File: config.mk
export PLATFORM = sky130hd
export DESIGN_NAME = tlms_ram
export DESIGN_NICKNAME = d
export VERILOG_FILES = /design/src/assert_macros.svh /design/src/tlms_ram.sv
export SDC_FILE = /design/constraint.sdc
export NUM_CORES = 1
export LEC_CHECK = 0
export CAP_MARGIN = 25
export CORE_UTILIZATION = 65
export DETAILED_ROUTE_END_ITERATION = 10
export DONT_BUFFER_PORTS = 1
export HOLD_SLACK_MARGIN = 0.15
export PLACE_DENSITY = 0.79
export SLEW_MARGIN = 10
export SYNTH_ARGS = -nofsm -noshare
export SYNTH_HDL_FRONTEND = slang
export SYNTH_SLANG_ARGS = --single-unit
File: constraint.sdc
create_clock -name clk -period 4.58 [get_ports clk]
set_clock_uncertainty 0.05 [all_clocks]
set_input_delay 0.229 -clock clk [delete_from_list [all_inputs] [get_ports clk]]
set_output_delay 0.229 -clock clk [all_outputs]
set_load 0.03 [all_outputs]
File: src/assert_macros.svh
// ----------------------------------------------------------------------------
// assert_macros.svh
// Shared assertion macros for the tape loop machine sources
// ----------------------------------------------------------------------------
`ifndef ASSERT_MACROS_SVH
`define ASSERT_MACROS_SVH

`ifndef ASSERT_OFF

// clocked property, disabled while reset is asserted (active-low reset)
`define ASSERT_CLK_RSTN(lbl, clk, rstn, prop, msg) \
    lbl: assert property (@(posedge clk) disable iff (!(rstn)) (prop)) else $error(msg);

// clocked property, checked during reset as well
`define ASSERT_CLK(lbl, clk, prop, msg) \
    lbl: assert property (@(posedge clk) (prop)) else $error(msg);

`else

`define ASSERT_CLK_RSTN(lbl, clk, rstn, prop, msg)
`define ASSERT_CLK(lbl, clk, prop, msg)

`endif

`endif

File: src/tlms_ram.sv
// ----------------------------------------------------------------------------
// tlms_ram
// Simple dual-port RAM: one write port, one read port with registered data
// ----------------------------------------------------------------------------
module tlms_ram #(
    parameter int WIDTH = 8,
    parameter int DEPTH = 16
) (
    input  logic                     clk,
    input  logic                     wr_en,
    input  logic [$clog2(DEPTH)-1:0] wr_addr,
    input  logic [WIDTH-1:0]         wr_data,
    input  logic                     rd_en,
    input  logic [$clog2(DEPTH)-1:0] rd_addr,
    output logic [WIDTH-1:0]         rd_data
);

    logic [WIDTH-1:0] mem [DEPTH];

    // write port
    always_ff @(posedge clk) begin
        if (wr_en) begin
            mem[wr_addr] <= wr_data;
        end
    end

    // read port, data holds while rd_en is low
    always_ff @(posedge clk) begin
        if (rd_en) begin
            rd_data <= mem[rd_addr];
        end
    end

endmodule

### After elaboration in Yosys (flattened, before gate mapping)

Memory sizes are Yosys's and may differ from the RTL's. A register that Yosys moved wholly into a read port is not among the register bits.
Cells that the tools add are included.

* input port bits: 19
* bits in writable memories: 128
* output and inout port bits: 8
* word-level logic and storage cells: 3
* register bits: 0
* memories kept: 1

Memories
* mem: words 16, bits a word 8, rd ports 1, clocked after Yosys merged registers in 1, wr ports 1, line tlms_ram.sv:18 `logic [WIDTH-1:0] mem [DEPTH];`

* muxes and demuxes: 2

Operators with widths (number)
* 1-bit 2-to-1 mux: 2

### Logic depth before layout (Yosys ltp)

Gate-level depths: netlist of run 1.

* depth after elaboration: 2
* depth in mapped cells: 5
* mapped depth without buffers: 3

### Least setup slack after synthesis of run 1

Ideal clock, no wire load.

* path type: input-to-reg
* start: input port wr_addr[2]
* end: memory mem[0][0], enable pin
* buffers on the path: 0
* required time: 4.147 ns
* setup time: 0.383 ns
* arrival time: 1.339 ns
* stages: 2
* path slack: 2.808 ns
* cells stage by stage: or3b_2 nor3_1

RTL lines
* start, declared: line tlms_ram.sv:11 `input logic [$clog2(DEPTH)-1:0] wr_addr,`
* end, declared: line tlms_ram.sv:18

Straight into the memory's write port.

==> results of run 1 <==
[cells in the mapped netlist]
master	n
edfxtp_1	136
mux4_2	18
a22oi_1	16
mux4_1	14
nor2_1	13
nand2_1	9
nor3_1	4
buf_2	3
buf_6	3
clkdlybuf4s25_2	3
nand2b_1	2
nand3b_1	2
and2_1	1
and2b_1	1
buf_4	1
nand3_1	1
nor2b_1	1
or3b_2	1
[registers in the layout, summed over array words and instances (netlist names)]
signal and cells:
mem 128, rd_data 8
[worst max-delay path by stage]
stage,from,to,slack [ns],cells after the start
detailed placement,wr_addr[2],mem[0][3],2.43,2
finish,mem[9][4],rd_data[4],1.48,6
global route,mem[9][4],rd_data[4],1.42,6
floorplan,wr_addr[2],mem[0][0],2.81,2
global placement,wr_addr[2],mem[0][3],2.63,2
CTS,mem[9][4],rd_data[4],1.52,6
[kinds of logic (layout without fill, tap and decap cells)]
family	Yosys count	count (layout)
mux	32	32
simple gates	35	35
compound gates	16	16
flops	136	136
buf+inv	10	55
[cell usage in the layout, fill, tap and decap left out, types with 2 or more instances in the layout]
master	netlist	final
mux4_2	18	18
nor3_1	4	3
nand2b_1	2	2
nand2_1	9	9
bufinv_16	0	3
dlygate4sd3_1	0	19
buf_4	1	2
clkinv_2	0	4
clkbuf_16	0	16
nor2_1	13	13
mux4_1	14	14
edfxtp_1	136	136
clkinv_4	0	4
a22oi_1	16	16
nand3b_1	2	2
[layout make-up]
class	instances	area share
multi-input combinational	83	0.1743
clock buffer	18	0.06858
timing repair buffer	24	0.04025
clock inverter	13	0.02567
sequential	136	0.6702
tap	102	0.02094
[worst max-delay path: stages (launching register included)]
cell           delay [ns]
edfxtp_1             0.36
mux4_1               0.50
dlygate4sd3_1        0.59
a22oi_1              0.17
dlygate4sd3_1        0.56
nand2_1              0.05
dlygate4sd3_1        0.55
[power breakdown]
group	total (uW)	internal (uW)	switching, uW
clock	1320	822	493
combinational	120	54.0	66.4
sequential	1420	1400	20.7
total	2860	2280	580
[routing by layer]
metal | wire [um] | GRT usage | vias up
met5 | 0 | 0 | -
met4 | 210 | 0.1098 | 0
met3 | 977 | 0.09619 | 16
met2 | 5076 | 0.3947 | 177
met1 | 4342 | 0.3958 | 1324
li1 | - | - | 1045
[stage by stage]
stage | setup WS (ns) | util
after global routing | 1.424 | 0.7845
after CTS | 1.523 | 0.7793
after detailed placement | 2.432 | 0.6809
after global placement | 2.630 | 0.6803
after floorplan | 2.808 | -
final | 1.481 | 0.7845
[what timing repair did]
item | 4_1_cts | 5_1_grt
endpoints found under the hold margin | 176 | 8
buffers inserted | 0 | 0
hold buffers | 18 | 2
==> results by group, run 1 <==
Outcome
  – Status: finished clean

STA
  – RSZ-0062 raised after global routing: no
  – Hold Vio Cnt, Final: 0
  – Fmax: around 0.32 GHz
  – Min Tclk post-route: ~3.1 ns
  – Setup violators final: 0
  – Tightest Pin Transition: approximately 0.98 ns
  – Worst hold margin: around 0.16 ns
  – Max-slew violations: 0
  – Rel. slew slack: 0.3459
  – Final period utilization: 0.6766
  – TNS Setup: 0 ns

Layout
  – # nets final: 281
  – Register area: 4084 sq um
  – Layout cells sized above 1: 0.1971
  – Post-route cell area: just over 6000 sq um
  – Antenna cells: 0
  – Area of the multi-input gates: roughly 1100 sq um
  – Area Overhead vs Synth: 16.56%
  – Post-Layout Cell Count: between 300 and 400
  – Layout fillers: between 300 and 400

Floorplan
  – Row Count: 32
  – Die area: approximately 8400 sq um
  – Die height: about 92 um
  – IO Count: 27
  – Initial Util: 0.6730
  – Die W: about 92 um
  – Core ar.: 7767 sq um

Flow run
  – Max cap viols: 0

Synth
  – YS warnings: 0
  – Syn Std Cell Area: between 5000 and 6000 sq um
  – Synth Area in Simple Gates: 0.03135
  – Seq cells post-synth: 136
  – Mux contribution to synthesized area: 0.1479
  – Biggest area consumer among synthesized cells: edfxtp_1
  – Largest family of logic cells by synthesized area: multiplexers
  – Post-synth top area share: 0.7812
  – Seq/Total Area, Yosys: 0.7812
  – Largest cells by area after synthesis: edfxtp_1 (78%), mux4_2 (7.8%), mux4_1 (7.0%), a22oi_1 (2.3%), nor2_1 (0.93%)
  – Complex-gate fraction of the synthesized area: 0.02298
  – Synth Area in XOR/XNOR: 0
  – Syn Inst Count: roughly 230
  – Post-synthesis adder-cell area fraction: 0
  – Yosys cell types: 18
  – Mean post-synth cell area: 22.83 sq um
  – Syn_nets: ~250

Hold path
  – Hold_sp: rd_addr[1]
  – Min-Delay Path Class: primary input to flop
  – Hold Path End: rd_data[2]
  – Hold path cells: 3

Critical path
  – WS Path Type: flop to flop
  – CP required: between 4 and 5 ns
  – R2R cell count: 6
  – Worst EP arrival: about 3.3 ns
  – Crit Reg-Reg Endpoint: rd_data[4]
  – R2R Setup Slk: roughly 1.5 ns
  – CP endpoint kind: flop
  – Crit Path Max Fanout: 1
  – Startpoint Class: flop
  – RR Startpoint: mem[9][4]

Placed design
  – DPL Wire Length: approximately 5.5 mm
  – DP Cell Count: approximately 320
  – GPL Wtd Cong: 0.8291
  – Port bufs: 0
  – Placed cell area: about 5300 sq um

Pwr
  – Total Power: ~2900 uW
  – PD cells: between 400 and 500 nW/um^2
  – Leak: between 0.002 and 0.0025 uW
  – Peak supply drop: 0.0003477 V

Global routing
  – Total GRT Usage: 0.2749
  – First-pass GRT wire length: 15.40 mm
  – Pin count of the biggest net entering global routing: 31
  – Global route total overflow: 0
  – Number of global-route vias before repair: around 2,500
  – Initial antenna violation count: 0

Route
  – DRC Markers: 0
  – Initial drt markers: 294
  – Via/cell ratio: between 6 and 7
  – DRT Pass-1 Iters: 4
  – Total number of vias: between 2,000 and 3,000
  – WL final: between 10 and 15 mm
  – Drt wl/cell: approximately 28 um
  – ANT nets after route: 0

Clocking
  – CTS tree: yes
  – Post-CTS sizing: 0
  – Clock slew at reported path FFs: ~0.060 ns
  – Max Root-Sink Buffers: 2
  – CTS Sinks: around 140
  – Root buffer cell: clkbuf_8
  – # H-tree levels: 4
  – TritonCTS buffer count: 17
  – Clock latency on the worst-skew pair: 0.51 ns
No activity file was read; power rests on OpenSTA's default activity.
==> inputs of run 2 (changes only) <==
CORE_UTILIZATION = 62   (was 65)
PLACE_DENSITY = 0.76   (was 0.79)
clock period = 3 ns   (was 4.58 ns; I/O delays follow)
==> results by group, run 2 (synthesis results as in run 1) <==
Layout
  – Area of the multi-input gates: 1057 sq um (-0.47%)
  – # nets final: 282 (+0.36%)
  – Most frequent cells in the layout: edfxtp_1 (136), dlygate4sd3_1 (19), mux4_2 (18)
  – Antenna cells: 0 (unchanged)
  – Layout fillers: 429 (+12%)
  – Area Overhead vs Synth: 17.66%
  – Layout cells sized above 1: 0.1934 (-0.003650)
  – Max reg flops: 128 (unchanged)
  – Reg with most FFs: mem
  – Register area: 4084 sq um (unchanged)
  – Post-route cell area: 6151 sq um (+0.94%)
  – Largest regs: mem: 128 flops, rd_data: 8 flops
  – Commonest non-fill, non-tap cell in the layout: edfxtp_1

Route
  – Via/cell ratio: 6.575 (-3.5%)
  – DRT Pass-1 Iters: 4 (unchanged)
  – ANT nets after route: 0 (unchanged)
  – Drt wl/cell: 27.05 um (-4.1%)
  – Total number of vias: 2,492 (-2.7%)
  – DRC Markers: 0 (unchanged)
  – Initial drt markers: 192 (-35%)
  – WL final: 10.25 mm (-3.3%)

STA
  – TNS Setup: 0 ns (unchanged)
  – Worst hold margin: 0.1768 ns (+0.01827 ns)
  – Setup violators final: 0 (unchanged)
  – Min Tclk post-route: 2.500 ns (-0.5991 ns)
  – Tightest Pin Transition: 0.9544 ns (-0.02308 ns)
  – Hold Vio Cnt, Final: 0 (unchanged)
  – Rel. slew slack: 0.3614 (+0.01545)
  – Max-slew violations: 0 (unchanged)
  – Final period utilization: 0.8333 (+0.1567)
  – RSZ-0062 raised after global routing: no
  – Fmax: 0.4000 GHz (+24%)

Hold path
  – Min-Delay Path Class: primary input to flop
  – Hold path cells: 2 (-1)

Clocking
  – TritonCTS buffer count: 17 (unchanged)
  – Root buffer cell: clkbuf_8
  – CTS tree: yes
  – Clock slew at reported path FFs: 0.06 ns (about the same)
  – # H-tree levels: 4 (unchanged)
  – Post-CTS sizing: 0 (unchanged)
  – Clock latency on the worst-skew pair: 0.50 ns (about the same)
  – Max Root-Sink Buffers: 2 (unchanged)
  – CTS Sinks: 136 (unchanged)

Placed design
  – GPL Wtd Cong: 0.7432 (-10%)
  – Placed cell area: 5303 sq um (+0.26%)
  – DPL Wire Length: 5.689 mm (+2.9%)
  – Port bufs: 0 (unchanged)

Critical path
  – CP required: 3.20 ns (-1.59 ns)
  – Crit path top cell by count: dlygate4sd3_1
  – WS Path Type: flop to flop
  – Slowest stage cell on the critical path: dlygate4sd3_1
  – CP max stage delay: 0.57 ns (-0.02 ns)
  – Worst EP arrival: 2.70 ns (-0.61 ns)
  – R2R cell count: 5 (-1)
  – Startpoint Class: flop
  – CP Cell Sequence: mux4_1 > dlygate4sd3_1 > a22oi_1 > dlygate4sd3_1 > nand2_1
  – CP endpoint kind: flop
  – Crit Path Max Fanout: 1 (unchanged)

Floorplan
  – Die area: 8803 sq um (+4.7%)
  – Die height: 93.83 um (+2.3%)
  – Initial Util: 0.6394 (-0.03358)
  – IO Count: 27 (unchanged)
  – Row Count: 33 (+3.1%)
  – Core ar.: 8175 sq um (+5.3%)
  – Die W: 93.83 um (+2.3%)

Flow run
  – Max cap viols: 0 (unchanged)

Pwr
  – Leak: 0.002017 uW (+0.84%)
  – PD cells: 735.1 nW/um^2 (+57%)
  – Peak supply drop: 0.0004926 V (+42%)

Global routing
  – Total GRT Usage: 0.2628 (-0.01215)
  – Initial antenna violation count: 0 (unchanged)
  – Number of global-route vias before repair: 2,527 (-0.040%)
  – Pin count of the biggest net entering global routing: 33 (+6.5%)
  – Global route total overflow: 0 (unchanged)
  – First-pass GRT wire length: 15.20 mm (-1.3%)

Outcome
  – Status: finished clean
run 2: changes by cell type in the layout (fill, tap and decap cells not counted), moves of 2 or more:
cell / delta
bufinv_16: +2
clkinv_4: -2
buf_4: +2
clkinv_2: -3
run 2: metal layers:
layer,track usage,routed length [um],vias up
li1,-,-,1051
met1,0.3660,4394,1316
met2,0.4021,5103,107
met3,0.05663,509,18
met4,0.1269,247,0
met5,0,0,-
run 2: critical path: cells and delay by family (launching register included):
family                 cells  cell delay, ns
muxes                      1            0.49
and+or+nand+nor            1            0.05
DFF                        1            0.35
AOI/OAI and AO/OA          1            0.18
buffers and inverters      2            1.14
run 2: layout make-up:
| type | count | area share |
|---|---|---|
| clock buffers | 17 | 0.06733 |
| clock inverters | 13 | 0.03316 |
| multi-input cells | 83 | 0.1719 |
| flip-flops and latches | 136 | 0.6640 |
| well taps | 105 | 0.02136 |
| repair buffers | 25 | 0.04231 |
run 2: path summary, 6_finish.rpt:
path / slack, ns / startpoint / endpoint
worst max-delay path: 0.50 / mem[9][3] / rd_data[3]
worst min-delay path: 0.18 / wr_addr[1] / mem[2][3]
worst max register to register: 0.50 / mem[9][3] / rd_data[3]
worst min register to register: 0.74 / mem[8][4] / rd_data[4]
run 2: what timing repair did:
action                    4_1_cts  5_1_grt
hold buffers                   21        0
buffers inserted                0        0
hold endpoints to repair      248        0
run 2: stage by stage:
step | setup WS, ns | cells | utilization | total power, uW
global placement | 1.306 | 328 | 0.6486 | 2322
global route | 0.3509 | 379 | 0.7524 | 4626
finish | 0.5001 | 379 | 0.7524 | 4522
floorplan | 1.307 | 229 | - | 2316
CTS | 0.4702 | 379 | 0.7524 | 4538
detailed placement | 1.282 | 328 | 0.6486 | 2327
run 2: power breakdown:
group          total [uW]  switching, uW  internal, uW
clock                2160            738          1420
combinational         188            106          82.0
sequential           2170           31.2          2140
total                4520            876          3650
